### config.mk
export PLATFORM = sky130hd
export DESIGN_NAME = cpc_power
export DESIGN_NICKNAME = d
export VERILOG_FILES = /design/src/rtl/core/cpc_pkg.sv /design/src/rtl/core/cpc_power.sv
export SDC_FILE = /design/constraint.sdc
export NUM_CORES = 2
export LEC_CHECK = 0
export BUFFER_PORTS_ARGS = -buffer_cell sky130_fd_sc_hd__buf_2
export CAP_MARGIN = 10
export CORE_MARGIN = 5
export CORE_UTILIZATION = 62
export DETAILED_ROUTE_END_ITERATION = 7
export HOLD_SLACK_MARGIN = 0.05
export PLACE_DENSITY = 0.79
export SLEW_MARGIN = 10
export SYNTH_ARGS = -nofsm -noshare
export SYNTH_HDL_FRONTEND = slang
export SYNTH_SLANG_ARGS = --single-unit
### constraint.sdc
create_clock -name i_clk -period 11.3 [get_ports i_clk]
set_clock_uncertainty 0.2 [all_clocks]
set_input_delay 3.39 -clock i_clk [delete_from_list [all_inputs] [get_ports i_clk]]
set_output_delay 3.39 -clock i_clk [all_outputs]
set_load 0.1 [all_outputs]
### src/rtl/core/cpc_pkg.sv
// Package for the complex-to-polar converter: widths, payload structs and the
// CORDIC arc-tangent table. Used by every module in rtl/core; depends on nothing.
package cpc_pkg;

    localparam int SAMPLE_BITS   = 16;
    localparam int CORDIC_STAGES = 16;
    localparam int ATAN_LEN      = 24;
    localparam int STAGES_USED   = (CORDIC_STAGES < ATAN_LEN) ? CORDIC_STAGES : ATAN_LEN;

    // Fraction guard bits added below the sample LSB inside the CORDIC.
    localparam int GUARD   = 39 - SAMPLE_BITS;
    // Sample plus guard bits plus room for the CORDIC gain and the pre-rotation.
    localparam int DATA_W  = SAMPLE_BITS + GUARD + 3;
    // Angle accumulator: 2^32 units per turn plus headroom for the stage sum.
    localparam int ANGLE_W = 34;

    localparam int MAG_W    = 16;
    localparam int PHASE_W  = 16;
    localparam int INTEN_W  = 32;

    localparam int GAIN_W   = 24;
    localparam logic [GAIN_W-1:0] GAIN_Q24 = 24'd10188014;

    // The non-negative x is split in two halves for the gain multiply.
    localparam int XU_W  = DATA_W - 1;
    localparam int XLO_W = (XU_W + 1) / 2;
    localparam int XHI_W = XU_W - XLO_W;
    localparam int PROD_W = XU_W + GAIN_W + 1;

    // Accept edge to output strobe: pre-rotation, CORDIC stages, two gain stages.
    localparam int LATENCY = STAGES_USED + 3;

    localparam logic [31:0] ATAN_TABLE [0:ATAN_LEN-1] = '{
        32'h20000000, 32'h12E4051E, 32'h09FB385B, 32'h051111D4,
        32'h028B0D43, 32'h0145D7E1, 32'h00A2F61E, 32'h00517C55,
        32'h0028BE53, 32'h00145F2F, 32'h000A2F98, 32'h000517CC,
        32'h00028BE6, 32'h000145F3, 32'h0000A2FA, 32'h0000517D,
        32'h000028BE, 32'h0000145F, 32'h00000A30, 32'h00000518,
        32'h0000028C, 32'h00000146, 32'h000000A3, 32'h00000051
    };

    localparam logic signed [ANGLE_W-1:0] QUARTER_TURN = ANGLE_W'(32'h40000000);

    typedef struct packed {
        logic signed [SAMPLE_BITS-1:0] sample_real;
        logic signed [SAMPLE_BITS-1:0] sample_imag;
    } t_sample;

    typedef struct packed {
        logic [MAG_W-1:0]          magnitude_out;
        logic signed [PHASE_W-1:0] phase_out;
        logic [INTEN_W-1:0]        intensity_out;
    } t_result;

    // Axis and sign information of the original sample, carried alongside the data.
    typedef struct packed {
        logic re_zero;
        logic im_zero;
        logic re_neg;
        logic im_pos;
    } t_flags;

endpackage

### src/rtl/core/cpc_power.sv
// Exact sum of squares of the sample, delayed to line up with the CORDIC
// results at the output. Depends on cpc_pkg.
module cpc_power (
    input  logic                           i_clk,
    input  cpc_pkg::t_sample               i_sample,
    output logic [cpc_pkg::INTEN_W-1:0]    o_intensity
);

    localparam int SQ_W  = 2 * cpc_pkg::SAMPLE_BITS;
    localparam int DEPTH = cpc_pkg::LATENCY - 2;

    logic signed [SQ_W-1:0]          r_sq_re;
    logic signed [SQ_W-1:0]          r_sq_im;
    logic [cpc_pkg::INTEN_W-1:0]     r_line [0:DEPTH];
    logic [SQ_W:0]                   w_sum;

    always_ff @(posedge i_clk) begin
        r_sq_re <= SQ_W'(i_sample.sample_real) * SQ_W'(i_sample.sample_real);
        r_sq_im <= SQ_W'(i_sample.sample_imag) * SQ_W'(i_sample.sample_imag);
    end

    // Both squares are non-negative, so they add as unsigned values.
    assign w_sum = {1'b0, r_sq_re} + {1'b0, r_sq_im};

    always_ff @(posedge i_clk) begin
        r_line[0] <= cpc_pkg::INTEN_W'(w_sum);
    end

    for (genvar k = 0; k < DEPTH; k++) begin : g_delay
        always_ff @(posedge i_clk) begin
            r_line[k+1] <= r_line[k];
        end
    end

    assign o_intensity = r_line[DEPTH];

endmodule

==> results.md <==
* Layout cells sized above 1 at 6.129%
* Slew Limit Fails at 0
* Layout Nets at 3553
* DR iter-0 viols at 843
* Gate count of the mapped netlist at 2774
* ANT nets after route at 0
* Vias at 18090
* Core box area at 51090 µm²
* Worst R2R Path Depth at 9
* Arrival @ worst endpoint at 9.64 ns
* Yosys reg bits at 638
* Hold wc startpoint: r_line[12][19]
* Layout fillers at 3710
* FF/Latch Area at 12770 µm²
* Initial antenna violation count at 1
* Clk buf depth at 3
* Crit path kind: in -> reg
* # Post-CTS Setup Buffers at 0
* Die ar. at 55930 µm²
* Startpoint Class: input port
* Port bufs at 64
* GPL Wtd Cong at 0.9263
* Post-synthesis cell area at 31800 µm²
* Cell variety after synth at 65
* EDFF count, synth at 0
* Hold Crit Class: reg -> reg
* Hold_buf cts at 0
* Hold Vio Cnt, Final at 0
* Status: complete, no violations
* CTS Buf Count at 54
* Clock Sinks at 638
* DRC errors left at 0
* Clock root buffer: clkbuf_16
* Area Overhead vs Synth at 8.816%
* Area of the multi-input gates at 16370 µm²
* Initial Util at 62.25%
* Grt ovf at 0
* FF-to-FF Start: r_sq_re[3]
* Crit path capture type: flip-flop
* Fmax at 106.5 MHz
* Final worst path period share at 83.09%
* DR WL/cell at 15.99 µm
* Critical Path RT at 11.55 ns
* Diode count at 0
* Vias per inst at 5.070
* Yosys warns at 0
* CTS tree: done
* Post-synth top area cell: dfxtp_1
* Mean post-synth cell area at 11.47 µm²
* Tmin final at 9.389 ns
* RSZ-0062 raised after global routing: no
* Chip height at 236.5 µm
* Largest net degree at the start of global routing at 23
* Total negative slack at 0 ns
* Crit path from: i_sample[15]
* Slew HR at 56.98%
* Post-cts resize count at 0
* Post-Syn Nets at 3483
* Ports at 65
* First-pass GRT wire length at 97700 µm
* DRT Pass-1 Iters at 7
* Final Setup Violations at 0
* R2R Path End: r_line[0][31]
* Crit path max fanout at 20
* Most used DFF post-synth: dfxtp_1
* Area contributors post-synth: dfxtp_1 40%, fa_1 29%, ha_1 8.2%, inv_1 7.8%, xnor2_1 2.1%
* Die width at 236.5 µm
* FP Rows at 83
* Detailed placer's ending HPWL at 43120 µm
* H-tree levels at 2
* Worst skew pair latency at 0.58 ns
* Vias in the first global route at 20510
* Share of synthesized registers carrying an async set or reset at 0%
* Setup crit end: r_sq_im[31]
* # Max-Cap Violations at 0
* Seq/Total Area, Yosys at 40.16%
* Slew @ Worst Pin at 0.6409 ns
* GRT Total Usage at 21.40%
* Drt total wl at 57050 µm
* Reg2reg setup slack at 8.16 ns
* Reg clk slew, reported paths at 0.07 ns
* Synth top area share at 40.16%
-- final cells by class --
cell class              count  share of cell area [%]
multi-input cells        1428                   47.31
well taps                 680                   2.458
flip-flops and latches    638                   36.91
repair buffers             64                  0.9255
inverters                 658                   7.137
clock inverters            21                  0.7122
clock buffers              79                   4.555
-- registers in the layout, indices dropped and copies added (netlist names) --
name     flops
r_line     576
r_sq_im     31
r_sq_re     31
-- critical path, cell delays in order --
cell	delay, ns
buf_2	0.23
inv_1	0.49
nor2_1	0.13
fa_1	0.71
fa_1	0.50
fa_1	0.50
fa_1	0.50
fa_1	0.49
inv_1	0.05
fa_1	0.47
inv_1	0.04
ha_1	0.44
nand4_1	0.11
or3_1	0.37
o21ai_1	0.35
a41oi_2	0.22
a211oi_1	0.34
a211oi_1	0.14
xnor2_1	0.14
-- synthesized netlist by cell type, drive strengths merged (14+ instances only) --
library cell / number
a21o: 21
xor2: 24
and2: 74
inv: 658
nor2: 103
fa: 468
xnor2: 78
nand2: 179
dfxtp: 638
nand3: 15
nand2b: 14
a21oi: 55
o21ai: 36
clkbuf: 45
ha: 208
-- cells by family (layout without fill, tap and decap cells) --
family	Yosys count	in the layout	synth area share, %
AOI/OAI and AO/OA	202	202	4.414
xor gates and xnor gates	102	102	2.809
adders and majority gates	676	676	37.64
buffers and inverters	708	822	8.364
DFF	638	638	40.16
muxes	4	4	0.1298
and+or+nand+nor	444	444	6.483
-- per-layer routing --
layer  wire length, µm  up-vias  GRT usage [%]  share of wire [%]
met1             21090     9072          24.74                 37
li1                  -     8433              -                  -
met5                13        -              0              0.023
met2             31480      436          40.49                 55
met3              2295      147          2.923                4.0
met4              2171        2          7.696                3.8
-- worst min path at each step --
stage	slack (ns)	endpoint	depth (start not counted)
floorplan	0.11	r_line[10][0]	0
global placement	0.11	r_line[14][27]	0
detailed placement	0.11	r_line[10][23]	0
CTS	0.09	r_line[8][21]	0
global route	0.11	r_line[10][15]	0
finish	0.10	r_line[13][19]	0
-- through the flow --
step | util, % | instances | worst slack [ns] | instance area, µm² | hold slack, ns
5_1_grt | 67.73 | 3568 | 1.504 | 34610 | 0.1099
6_report | 67.73 | 3568 | 1.911 | 34610 | 0.1001
3_3_place_gp | 64.17 | 3468 | 1.568 | 32790 | 0.1097
3_5_place_dp | 64.17 | 3468 | 1.347 | 32790 | 0.1121
2_1_floorplan | - | 2774 | 1.993 | 31800 | 0.1096
4_1_cts | 67.73 | 3568 | 1.950 | 34610 | 0.09471
-- placed cells by master (no fill, tap or decap), types with 3 or more instances in the layout --
cell type | synthesis | routed
nor3b_1 | 3 | 3
a211o_1 | 3 | 3
o21ai_1 | 12 | 12
a221oi_1 | 3 | 3
nand3_1 | 15 | 15
a31o_2 | 10 | 10
a21o_1 | 21 | 21
o21ai_0 | 23 | 23
nand2b_1 | 14 | 14
buf_2 | 2 | 64
xnor2_1 | 78 | 78
o31a_1 | 6 | 6
fa_1 | 468 | 468
a211oi_1 | 9 | 9
or2_2 | 4 | 4
dfxtp_1 | 638 | 638
ha_1 | 208 | 208
nand4_1 | 6 | 6
bufinv_16 | 0 | 3
o21a_1 | 13 | 13
o211ai_1 | 4 | 4
and2_1 | 74 | 74
o21bai_1 | 12 | 12
xor2_1 | 24 | 24
or4_1 | 3 | 3
and3_1 | 9 | 9
nor3_1 | 13 | 13
inv_1 | 658 | 658
a21oi_1 | 53 | 53
mux2i_1 | 3 | 3
clkbuf_8 | 0 | 11
nand2_1 | 179 | 179
clkinv_2 | 0 | 12
o22ai_1 | 3 | 3
clkbuf_16 | 0 | 55
nor2_1 | 103 | 103
clkbuf_1 | 45 | 13
nor2b_1 | 13 | 13
Power is left out: the tool's default activity adds up to more than one toggle a clock period on the data nets, which glitch-free logic cannot reach.
