<file path="config.mk">
export PLATFORM = sky130hd
export DESIGN_NAME = cpc_gain
export DESIGN_NICKNAME = d
export VERILOG_FILES = /design/src/rtl/core/cpc_pkg.sv /design/src/rtl/core/cpc_gain.sv
export SDC_FILE = /design/constraint.sdc
export NUM_CORES = 1
export LEC_CHECK = 0
export ABC_AREA = 1
export BUFFER_PORTS_ARGS = -buffer_cell sky130_fd_sc_hd__buf_4
export CAP_MARGIN = 20
export CORE_UTILIZATION = 55
export DETAILED_ROUTE_END_ITERATION = 16
export PLACE_DENSITY = 0.8
export SYNTH_ARGS = -nofsm -noshare
export SYNTH_HDL_FRONTEND = slang
export SYNTH_SLANG_ARGS = --single-unit
</file>
<file path="constraint.sdc">
create_clock -name i_clk -period 16.65 [get_ports i_clk]
set_input_delay 1.665 -clock i_clk [delete_from_list [all_inputs] [get_ports i_clk]]
set_output_delay 1.665 -clock i_clk [all_outputs]
set_load 0.01 [all_outputs]
</file>
<file path="src/rtl/core/cpc_pkg.sv">
// Package for the complex-to-polar converter: widths, payload structs and the
// CORDIC arc-tangent table. Used by every module in rtl/core; depends on nothing.
package cpc_pkg;

    localparam int SAMPLE_BITS   = 16;
    localparam int CORDIC_STAGES = 16;
    localparam int ATAN_LEN      = 24;
    localparam int STAGES_USED   = (CORDIC_STAGES < ATAN_LEN) ? CORDIC_STAGES : ATAN_LEN;

    // Fraction guard bits added below the sample LSB inside the CORDIC.
    localparam int GUARD   = 39 - SAMPLE_BITS;
    // Sample plus guard bits plus room for the CORDIC gain and the pre-rotation.
    localparam int DATA_W  = SAMPLE_BITS + GUARD + 3;
    // Angle accumulator: 2^32 units per turn plus headroom for the stage sum.
    localparam int ANGLE_W = 34;

    localparam int MAG_W    = 16;
    localparam int PHASE_W  = 16;
    localparam int INTEN_W  = 32;

    localparam int GAIN_W   = 24;
    localparam logic [GAIN_W-1:0] GAIN_Q24 = 24'd10188014;

    // The non-negative x is split in two halves for the gain multiply.
    localparam int XU_W  = DATA_W - 1;
    localparam int XLO_W = (XU_W + 1) / 2;
    localparam int XHI_W = XU_W - XLO_W;
    localparam int PROD_W = XU_W + GAIN_W + 1;

    // Accept edge to output strobe: pre-rotation, CORDIC stages, two gain stages.
    localparam int LATENCY = STAGES_USED + 3;

    localparam logic [31:0] ATAN_TABLE [0:ATAN_LEN-1] = '{
        32'h20000000, 32'h12E4051E, 32'h09FB385B, 32'h051111D4,
        32'h028B0D43, 32'h0145D7E1, 32'h00A2F61E, 32'h00517C55,
        32'h0028BE53, 32'h00145F2F, 32'h000A2F98, 32'h000517CC,
        32'h00028BE6, 32'h000145F3, 32'h0000A2FA, 32'h0000517D,
        32'h000028BE, 32'h0000145F, 32'h00000A30, 32'h00000518,
        32'h0000028C, 32'h00000146, 32'h000000A3, 32'h00000051
    };

    localparam logic signed [ANGLE_W-1:0] QUARTER_TURN = ANGLE_W'(32'h40000000);

    typedef struct packed {
        logic signed [SAMPLE_BITS-1:0] sample_real;
        logic signed [SAMPLE_BITS-1:0] sample_imag;
    } t_sample;

    typedef struct packed {
        logic [MAG_W-1:0]          magnitude_out;
        logic signed [PHASE_W-1:0] phase_out;
        logic [INTEN_W-1:0]        intensity_out;
    } t_result;

    // Axis and sign information of the original sample, carried alongside the data.
    typedef struct packed {
        logic re_zero;
        logic im_zero;
        logic re_neg;
        logic im_pos;
    } t_flags;

endpackage

</file>
<file path="src/rtl/core/cpc_gain.sv">
// Gain compensation and rounding of the CORDIC magnitude, phase rounding and
// the exact-axis overrides, over two register stages. Depends on cpc_pkg.
module cpc_gain (
    input  logic                                  i_clk,
    input  logic                                  i_rst_n,
    input  logic                                  i_valid,
    input  logic signed [cpc_pkg::DATA_W-1:0]     i_x,
    input  logic signed [cpc_pkg::ANGLE_W-1:0]    i_z,
    input  cpc_pkg::t_flags                       i_flags,
    output logic                                  o_valid,
    output logic [cpc_pkg::MAG_W-1:0]             o_magnitude,
    output logic signed [cpc_pkg::PHASE_W-1:0]    o_phase
);

    localparam int LO_PROD_W = cpc_pkg::XLO_W + cpc_pkg::GAIN_W;
    localparam int HI_PROD_W = cpc_pkg::XHI_W + cpc_pkg::GAIN_W;
    localparam int RND_SHIFT = 24 + cpc_pkg::GUARD;

    logic [cpc_pkg::XU_W-1:0]          w_xu;
    logic [cpc_pkg::ANGLE_W-1:0]       w_zr;

    logic                              r_valid_a;
    logic [LO_PROD_W-1:0]              r_prod_lo;
    logic [HI_PROD_W-1:0]              r_prod_hi;
    logic [cpc_pkg::PHASE_W-1:0]       r_phase_a;
    cpc_pkg::t_flags                   r_flags_a;

    logic [cpc_pkg::PROD_W-1:0]        w_sum;
    logic [cpc_pkg::PROD_W-1:0]        w_mag_full;
    logic [cpc_pkg::MAG_W-1:0]         n_magnitude;
    logic [cpc_pkg::PHASE_W-1:0]       n_phase;

    logic                              r_valid;
    logic [cpc_pkg::MAG_W-1:0]         r_magnitude;
    logic [cpc_pkg::PHASE_W-1:0]       r_phase;

    // A negative final x counts as zero magnitude.
    assign w_xu = i_x[cpc_pkg::DATA_W-1] ? '0 : i_x[cpc_pkg::XU_W-1:0];
    assign w_zr = i_z + cpc_pkg::ANGLE_W'(32'h8000);

    always_ff @(posedge i_clk) begin
        if (!i_rst_n) begin
            r_valid_a <= 1'b0;
        end else begin
            r_valid_a <= i_valid;
        end
        r_prod_lo <= LO_PROD_W'(w_xu[cpc_pkg::XLO_W-1:0]) * LO_PROD_W'(cpc_pkg::GAIN_Q24);
        r_prod_hi <= HI_PROD_W'(w_xu[cpc_pkg::XU_W-1:cpc_pkg::XLO_W])
                     * HI_PROD_W'(cpc_pkg::GAIN_Q24);
        r_phase_a <= w_zr[31:16];
        r_flags_a <= i_flags;
    end

    always_comb begin
        w_sum = (cpc_pkg::PROD_W'(r_prod_hi) << cpc_pkg::XLO_W)
                + cpc_pkg::PROD_W'(r_prod_lo)
                + (cpc_pkg::PROD_W'(1) << (RND_SHIFT - 1));
        w_mag_full = w_sum >> RND_SHIFT;
        if (w_mag_full > cpc_pkg::PROD_W'({cpc_pkg::MAG_W{1'b1}})) begin
            n_magnitude = '1;
        end else begin
            n_magnitude = w_mag_full[cpc_pkg::MAG_W-1:0];
        end

        // Samples on an axis get the exact angle rather than the CORDIC estimate.
        if (r_flags_a.im_zero) begin
            n_phase = r_flags_a.re_neg ? 16'h8000 : 16'h0000;
        end else if (r_flags_a.re_zero) begin
            n_phase = r_flags_a.im_pos ? 16'h4000 : 16'hC000;
        end else begin
            n_phase = r_phase_a;
        end
    end

    always_ff @(posedge i_clk) begin
        if (!i_rst_n) begin
            r_valid <= 1'b0;
        end else begin
            r_valid <= r_valid_a;
        end
        r_magnitude <= n_magnitude;
        r_phase     <= n_phase;
    end

    assign o_valid     = r_valid;
    assign o_magnitude = r_magnitude;
    assign o_phase     = r_phase;

endmodule

</file>
==> metrics.txt, run 1 <==
WP data arrival 8480 ps; pin count of the biggest net entering global routing 32; Unique masters post-synth 40; WHS 407 ps; # rows 77; clock sink total 120; CTS Buf Count 17; Tcrit/Tclk final 48.7%; H-tree Lvls 4; Syn Area/Cell 7.89 sq um; Setup crit end kind flop; crit path kind in -> reg; DR vias 20188; Pins Over Slew Limit 0; initial drt markers 1713; IO Port Bufs 98; fin area 0.0271 sq mm; share of cells above drive strength 1 5.15%; routed len/inst 16.6 um; clock tree buffer depth 2; Nets 4176; Core Area 0.0446 sq mm; async set or reset register ratio after synthesis 0%; Top-Level Pins 116; gr usage total 29.3%; status complete, no violations; worst slew pin tran 832 ps; DR DRC count 0; Initial Util 56.1%; number of stages on the worst hold path 2; Yosys Warn Count 0; R2R depth 9; Primary FF master, synth dfxtp_1; final core occ 60.7%; Hold Crit Class reg -> reg; DP HPWL 58000 um; 1st-pass router iterations 8; initial antenna violation count 0; DP Area 0.0265 sq mm; hold_sp r_phase_a[0]; Critical Path Start i_x[41]; CP Launch Type input port; FF-to-FF Start r_prod_hi[10]; clock latency on the worst-skew pair 430 ps; endpoints failing setup 0; RSZ-0062 raised after global routing false; setup bufs post-CTS 0; sequential area share after synthesis 9.59%; Area growth syn-to-layout 8.14%; DIE HEIGHT 215 um; # resized after CTS 0; Post-Syn Area 0.0250 sq mm; die area 0.0464 sq mm; WL final 64500 um; fmax 123 MHz; most frequent cells in the layout inv_1 (855), nand2_1 (612), ha_1 (412); Clock Tree Root clkbuf_16; Rel. slew slack 44.3%; Syn Inst Count 3174; Synth Net Count 4065; RD Place Congestion 1.03; Reg clk slew, reported paths 60 ps; fin crit period 8110 ps; CTS tree built; CTS Hold Bufs 0; most common cell after layout, fill and taps aside inv_1; MaxCap Viol Count 0; Crit Path Max Fanout 31; die width 215 um; Final ANT Viol Nets 0; endpoints failing hold 0; n_diodes 0; vias in the first global route 20782; synthesized flop and latch total 120; WP data required 17020 ps; grt ovf 0; Clock Skew 12.7 ps; routed vias/inst 5.19; EDFF count, synth 0; final setup TNS 0 ps; first-pass GRT wire length 106000 um
Yosys cell counts (4+ instances only):
library cell	instances	area share, %
nor2_1	279	4.2
nor4_1	4	0.10
or2_2	11	0.27
xnor2_1	29	1.0
nand2_1	612	9.2
nor3_1	8	0.16
dfxtp_1	120	9.6
a21oi_1	116	2.3
clkbuf_1	5	0.075
a21o_1	8	0.24
fa_1	396	32
nand3_2	5	0.20
nand3b_1	6	0.18
nand2_2	5	0.12
o21ai_0	75	1.5
xor2_1	33	1.2
ha_1	412	21
nand3_1	117	2.3
a31oi_1	5	0.12
o21bai_1	10	0.30
inv_1	855	13
nand4_1	32	0.80
area by class of cell:
cell class,instances,area (sq um)
Clock buffer,17,425
Clock inverter,15,175
Sequential cell,120,2400
Fill cell,3993,17500
Tap cell,592,741
Inverter,857,3220
Multi-Input combinational cell,2189,19400
Timing Repair Buffer,100,751
critical path, stage by stage:
cell	delay, ps
buf_4	220
inv_1	90
buf_4	360
nand2_1	200
inv_1	350
ha_1	420
fa_1	610
inv_1	70
fa_1	540
inv_1	60
fa_1	510
fa_1	520
fa_1	610
fa_1	430
ha_1	410
nand2_1	120
nor2_1	230
nand2_1	160
nor4_1	370
nand3_1	210
nand3_1	130
nand2_1	60
nand2_1	70
path summary, 6_finish.rpt:
kind	slack [ps]	endpoint
hold reg to reg	410	o_phase[0]
setup / recovery	8540	r_prod_hi[41]
hold / removal	410	o_phase[0]
setup reg to reg	14460	o_magnitude[7]
state kept, by name (all words and copies together) (netlist names):
register     count
r_valid_a        1
r_phase_a       16
r_prod_hi       43
o_phase         16
r_prod_lo       23
o_valid          1
o_magnitude     16
r_flags_a        4
cells by family after synthesis:
logic type                 count (synthesis)  synth area share (%)
and+or+nand+nor                         1091                  18.0
DFF                                      120                  9.59
AOI/OAI and AO/OA                        228                  4.97
adders and majority gates                808                  52.2
xor gates and xnor gates                  62                  2.17
buffers and inverters                    865                  13.1
per-layer routing:
metal	vias up	global-route usage [%]	wire length, um
met5	-	0	0
met4	0	7.19	1510
met3	102	5.85	5610
met2	799	45.5	27700
met1	9457	41.8	29700
li1	9830	-	-
through the flow:
stage / instances / setup slack, ps
final: 3890 / 8540
after global routing: 3890 / 8130
after CTS: 3890 / 8580
after detailed placement: 3858 / 8140
after global placement: 3858 / 8160
after floorplan: 3174 / 9240
Power of run 1 is left out: the tool's default activity adds up to more than one toggle a clock period on the data nets, which glitch-free logic cannot reach.
==> run 2: changes to the inputs <==
PLACE_DENSITY = 0.82   (was 0.8)
clock period = 6.55 ns   (was 16.65 ns; I/O delays follow)
==> metrics.txt, run 2 (same netlist as run 1, synthesis figures left out) <==
register area 0.00240 sq mm (unchanged); Top-Level Pins 116 (unchanged); Clock Skew 15.9 ps (+3.19 ps); endpoints failing hold 0 (unchanged); Rel. slew slack 58.9% (+15 points); gr usage total 31.5% (+2.2 points); fin crit period 6280 ps; setup bufs post-CTS 0 (unchanged); CP Launch Type input port; most frequent cells in the layout inv_1 (854), nand2_1 (611), ha_1 (411); hold_sp i_flags[3]; WHS 334 ps (-72.8 ps); pin count of the biggest net entering global routing 28 (-13%); clock latency on the worst-skew pair 430 ps (about the same); CTS Buf Count 17 (unchanged); CTS Hold Bufs 0 (unchanged); flop-to-flop setup slack 4360 ps (-10100 ps); vias in the first global route 22457 (+8.1%); DP HPWL 63400 um (+9.2%); number of stages on the worst hold path 1 (-1); placement-stage worst setup slack -119 ps (-8260 ps); Biggest register r_prod_hi; n_diodes 0 (unchanged); IO Port Bufs 98 (unchanged); crit path kind in -> reg; DP Area 0.0287 sq mm (+8.5%); first-pass GRT wire length 115000 um (+8.1%); Area growth syn-to-layout 17.3%; CTS tree built; Nets 4474 (+7.1%); # resized after CTS 0 (unchanged); Setup crit end kind flop; endpoints failing setup 0 (unchanged); Pins Over Slew Limit 0 (unchanged); H-tree Lvls 4 (unchanged); Hold Crit Class in -> reg; routed vias/inst 5.12 (-1.3%); final core occ 65.9% (+5.1 points); Clock Tree Root clkbuf_16; clock sink total 120 (unchanged); DR vias 21455 (+6.3%); Reg clk slew, reported paths 70 ps (about the same); 1st-pass router iterations 6 (-2); # rows 77 (unchanged); MaxCap Viol Count 0 (unchanged); WL final 69900 um (+8.3%); FF-to-FF Start r_prod_lo[38]; routed len/inst 16.7 um (+0.60%); DR DRC count 0 (unchanged); hold endpoint r_flags_a[3]; max FFs per register 43 (unchanged); area of the multi-input gates 0.0194 sq mm (+0.15%); most common cell after layout, fill and taps aside inv_1; initial antenna violation count 0 (unchanged); clock tree buffer depth 2 (unchanged); Crit Path Max Fanout 27 (-13%); RSZ-0062 raised after global routing true; filler cell count 3750 (-6.1%); Tcrit/Tclk final 95.9%; final setup margin 268 ps (-8270 ps); status complete, no violations; grt ovf 0 (unchanged); Initial Util 56.1% (unchanged); worst slew pin tran 616 ps (-217 ps); largest registers r_prod_hi: 43 flops, r_prod_lo: 23 flops; WP data arrival 6600 ps (-1880 ps); DIE HEIGHT 215 um (unchanged); fmax 159 MHz; RD Place Congestion 1.04 (+0.71%); fin area 0.0294 sq mm (+8.5%); R2R Path End o_magnitude[3]; die area 0.0464 sq mm (unchanged); die width 215 um (unchanged); share of cells above drive strength 1 13.3% (+8.1 points); Final ANT Viol Nets 0 (unchanged); Core Area 0.0446 sq mm (unchanged); WP data required 6870 ps (-10150 ps); initial drt markers 1848 (+7.9%); R2R depth 9 (unchanged)
## run 2: cell types whose count changed in the layout (fill, tap and decap cells not counted), moves of 2 or more
cell     change
a21oi_1      -4
a21oi_2      +4
buf_12       +2
buf_4      +296
## run 2: routing by layer
metal | wire [um] | track usage, %
met5 | 0 | 0
met4 | 1650 | 7.57
met3 | 5680 | 4.74
met2 | 30500 | 49.5
met1 | 32100 | 45.6
## run 2: metrics by stage
stage,TNS (ps),cells
2_1_floorplan,0,3174
3_3_place_gp,-6.78,4156
3_5_place_dp,-1540,4156
4_1_cts,0,4188
5_1_grt,-15.5,4188
6_report,0,4188
## run 2: layout make-up
cell class                 count  share of cell area [%]
clock buffer                  17                    1.45
clock inverter                15                   0.609
inverter                     857                    11.0
multi-input combinational   2189                    66.0
sequential                   120                    8.18
tap                          592                    2.52
timing repair buffer         398                    10.3
## run 2: worst max path at each step
| stage | startpoint | end | slack, ps | depth (start not counted) |
|---|---|---|---|---|
| 2_1_floorplan | i_x[41] | r_prod_lo[30] | 150 | 24 |
| 3_3_place_gp | i_x[41] | r_prod_hi[39] | -7 | 26 |
| 3_5_place_dp | i_x[41] | r_prod_lo[44] | -120 | 27 |
| 4_1_cts | i_x[41] | r_prod_lo[44] | 310 | 27 |
| 5_1_grt | i_x[41] | r_prod_hi[37] | -20 | 28 |
| 6_report | i_x[41] | r_prod_lo[34] | 270 | 24 |
## run 2: critical path, cell delays in order
cell and delay (ps):
buf_4 140, inv_1 110, buf_12 180, nand2_1 120, fa_1 460, inv_1 120
fa_1 450, fa_1 530, inv_1 60, fa_1 500, inv_1 70, fa_1 510
fa_1 580, inv_1 60, fa_1 490, inv_1 50, ha_1 340, nand2_1 130
nor2_1 250, nand2_1 100, a21oi_1 270, o21ai_0 190, nand3_1 120, nand2_1 60
Power of run 2 is left out for the same reason.
==> run 3: changes to the inputs <==
ABC_CLOCK_PERIOD_IN_PS = 6550   (was default)
CORE_ASPECT_RATIO = 0.5   (was default)
CORE_UTILIZATION = 40   (was 55)
PLACE_DENSITY = 0.65   (was 0.82)
==> metrics.txt, run 3 (same netlist as run 1, synthesis figures left out) <==
most frequent cells in the layout inv_1 (854), nand2_1 (612), ha_1 (412); Biggest register r_prod_hi; max FFs per register 43 (unchanged); initial antenna violation count 1 (+1); flop-to-flop setup slack 4370 ps (about the same); vias in the first global route 21128 (-5.9%); Crit Path Max Fanout 14 (-48%); Tcrit/Tclk final 95.5% (-0.39 points); Core Area 0.0615 sq mm (+38%); largest registers r_prod_hi: 43 flops, r_prod_lo: 23 flops; most common cell after layout, fill and taps aside inv_1; routed vias/inst 4.73 (-7.7%); DP HPWL 64000 um (+0.94%); WP data arrival 6570 ps (-30 ps); endpoints failing hold 0 (unchanged); failing checks design-rule violations; WL final 69500 um (-0.59%); CP Launch Type input port; Hold Crit Class in -> reg; DR vias 20898 (-2.6%); Reg clk slew, reported paths 60 ps (about the same); die area 0.0637 sq mm (+37%); endpoints failing setup 0 (unchanged); Initial Util 40.7% (-15 points); RSZ-0062 raised after global routing false; final setup margin 293 ps (+25.5 ps); cell mode on critical path fa_1; IO Port Bufs 98 (unchanged); first-pass GRT wire length 111000 um (-3.6%); CTS Hold Bufs 0 (unchanged); # rows 64 (-17%); placement-stage worst setup slack -212 ps (-93.8 ps); RD Place Congestion 0.982 (-5.5%); routed len/inst 15.7 um (-5.8%); MaxCap Viol Count 0 (unchanged); Nets 4473 (-0.022%); clock tree buffer depth 2 (unchanged); CTS tree built; Area growth syn-to-layout 18.6%; gr usage total 22.5% (-9.0 points); Setup crit end kind flop; pin count of the biggest net entering global routing 17 (-39%); WP data required 6860 ps (about the same); CP max stage delay 640 ps (+60 ps); Top-Level Pins 116 (unchanged); grt ovf 0 (unchanged); status finished, violations left; Top Family by Delay on Critical Path adder cells; Final ANT Viol Nets 0 (unchanged); DIE HEIGHT 179 um (-17%); H-tree Lvls 4 (unchanged); fmax 160 MHz (+0.41%); initial drt markers 1256 (-32%); Clock Skew 8.74 ps (-7.18 ps); CTS Buf Count 17 (unchanged); die width 356 um (+65%); Pins Over Slew Limit 0 (unchanged); clock sink total 120 (unchanged); WHS 335 ps (+0.433 ps); crit path kind in -> reg; share of cells above drive strength 1 13.1% (-0.16 points); worst path bufs/invs 8 (unchanged); clock latency on the worst-skew pair 430 ps (about the same); Clock Tree Root clkbuf_16; final setup TNS 0 ps (unchanged); 1st-pass router iterations 12 (+6); worst slew pin tran 609 ps (-6.82 ps); DR DRC count 10 (+10); slowest CP cell fa_1; Rel. slew slack 59.3% (+0.40 points); n_diodes 0 (unchanged); fin crit period 6260 ps (-25.5 ps)
-- run 3: changes by cell type in the layout (fill, tap and decap cells not counted), sizes merged --
cell / delta
inv: -9
bufinv: +4
clkbuf: +4
buf: -1
clkinvlp: +1
-- run 3: worst reg2reg max path, cell delays in order, from the launching register on --
cell     delay [ps]
dfxtp_1         330
ha_1            340
nand2_1         120
inv_1            50
a21oi_1         130
nand2_1         130
a21oi_2         230
nand2_2         130
a21oi_4         430
nand3_1         160
-- run 3: layout make-up --
cell class	count	area, sq um
fill	6102	31800
multi-input combinational	2189	19400
inverter	857	3220
timing repair buffer	397	3000
sequential	120	2400
tap	825	1030
clock buffer	21	470
clock inverter	11	193
-- run 3: routing by layer --
layer | vias up | wire, um | GRT usage (%) | part of all wire [%]
li1 | 10390 | - | - | -
met3 | 62 | 4300 | 3.96 | 6.2
met4 | 0 | 983 | 4.33 | 1.4
met1 | 9932 | 32600 | 31.3 | 47
met2 | 514 | 31600 | 36.8 | 46
met5 | - | 0 | 0 | 0
-- run 3: what timing repair did --
| action | in CTS | in global routing |
|---|---|---|
| buffers inserted | 0 | 0 |
| resized for setup | 0 | 6 |
| endpoints found under the setup margin | 0 | 24 |
-- run 3: worst paths after layout --
kind	end	cells after the start	from
min reg2reg	o_phase[12]	2	r_phase_a[12]
max	r_prod_hi[41]	26	i_x[41]
min	r_flags_a[3]	1	i_flags[3]
max reg2reg	o_magnitude[0]	9	r_prod_lo[39]
-- run 3: metrics by stage --
| step | std cells | instance area, sq um | util (%) |
|---|---|---|---|
| finish | 4420 | 29700 | 48.3 |
| detailed placement | 4388 | 29000 | 47.2 |
| global route | 4420 | 29700 | 48.3 |
| global placement | 4388 | 29000 | 47.2 |
| floorplan | 3174 | 25000 | - |
| CTS | 4420 | 29700 | 48.3 |
Power of run 3 is left out for the same reason.
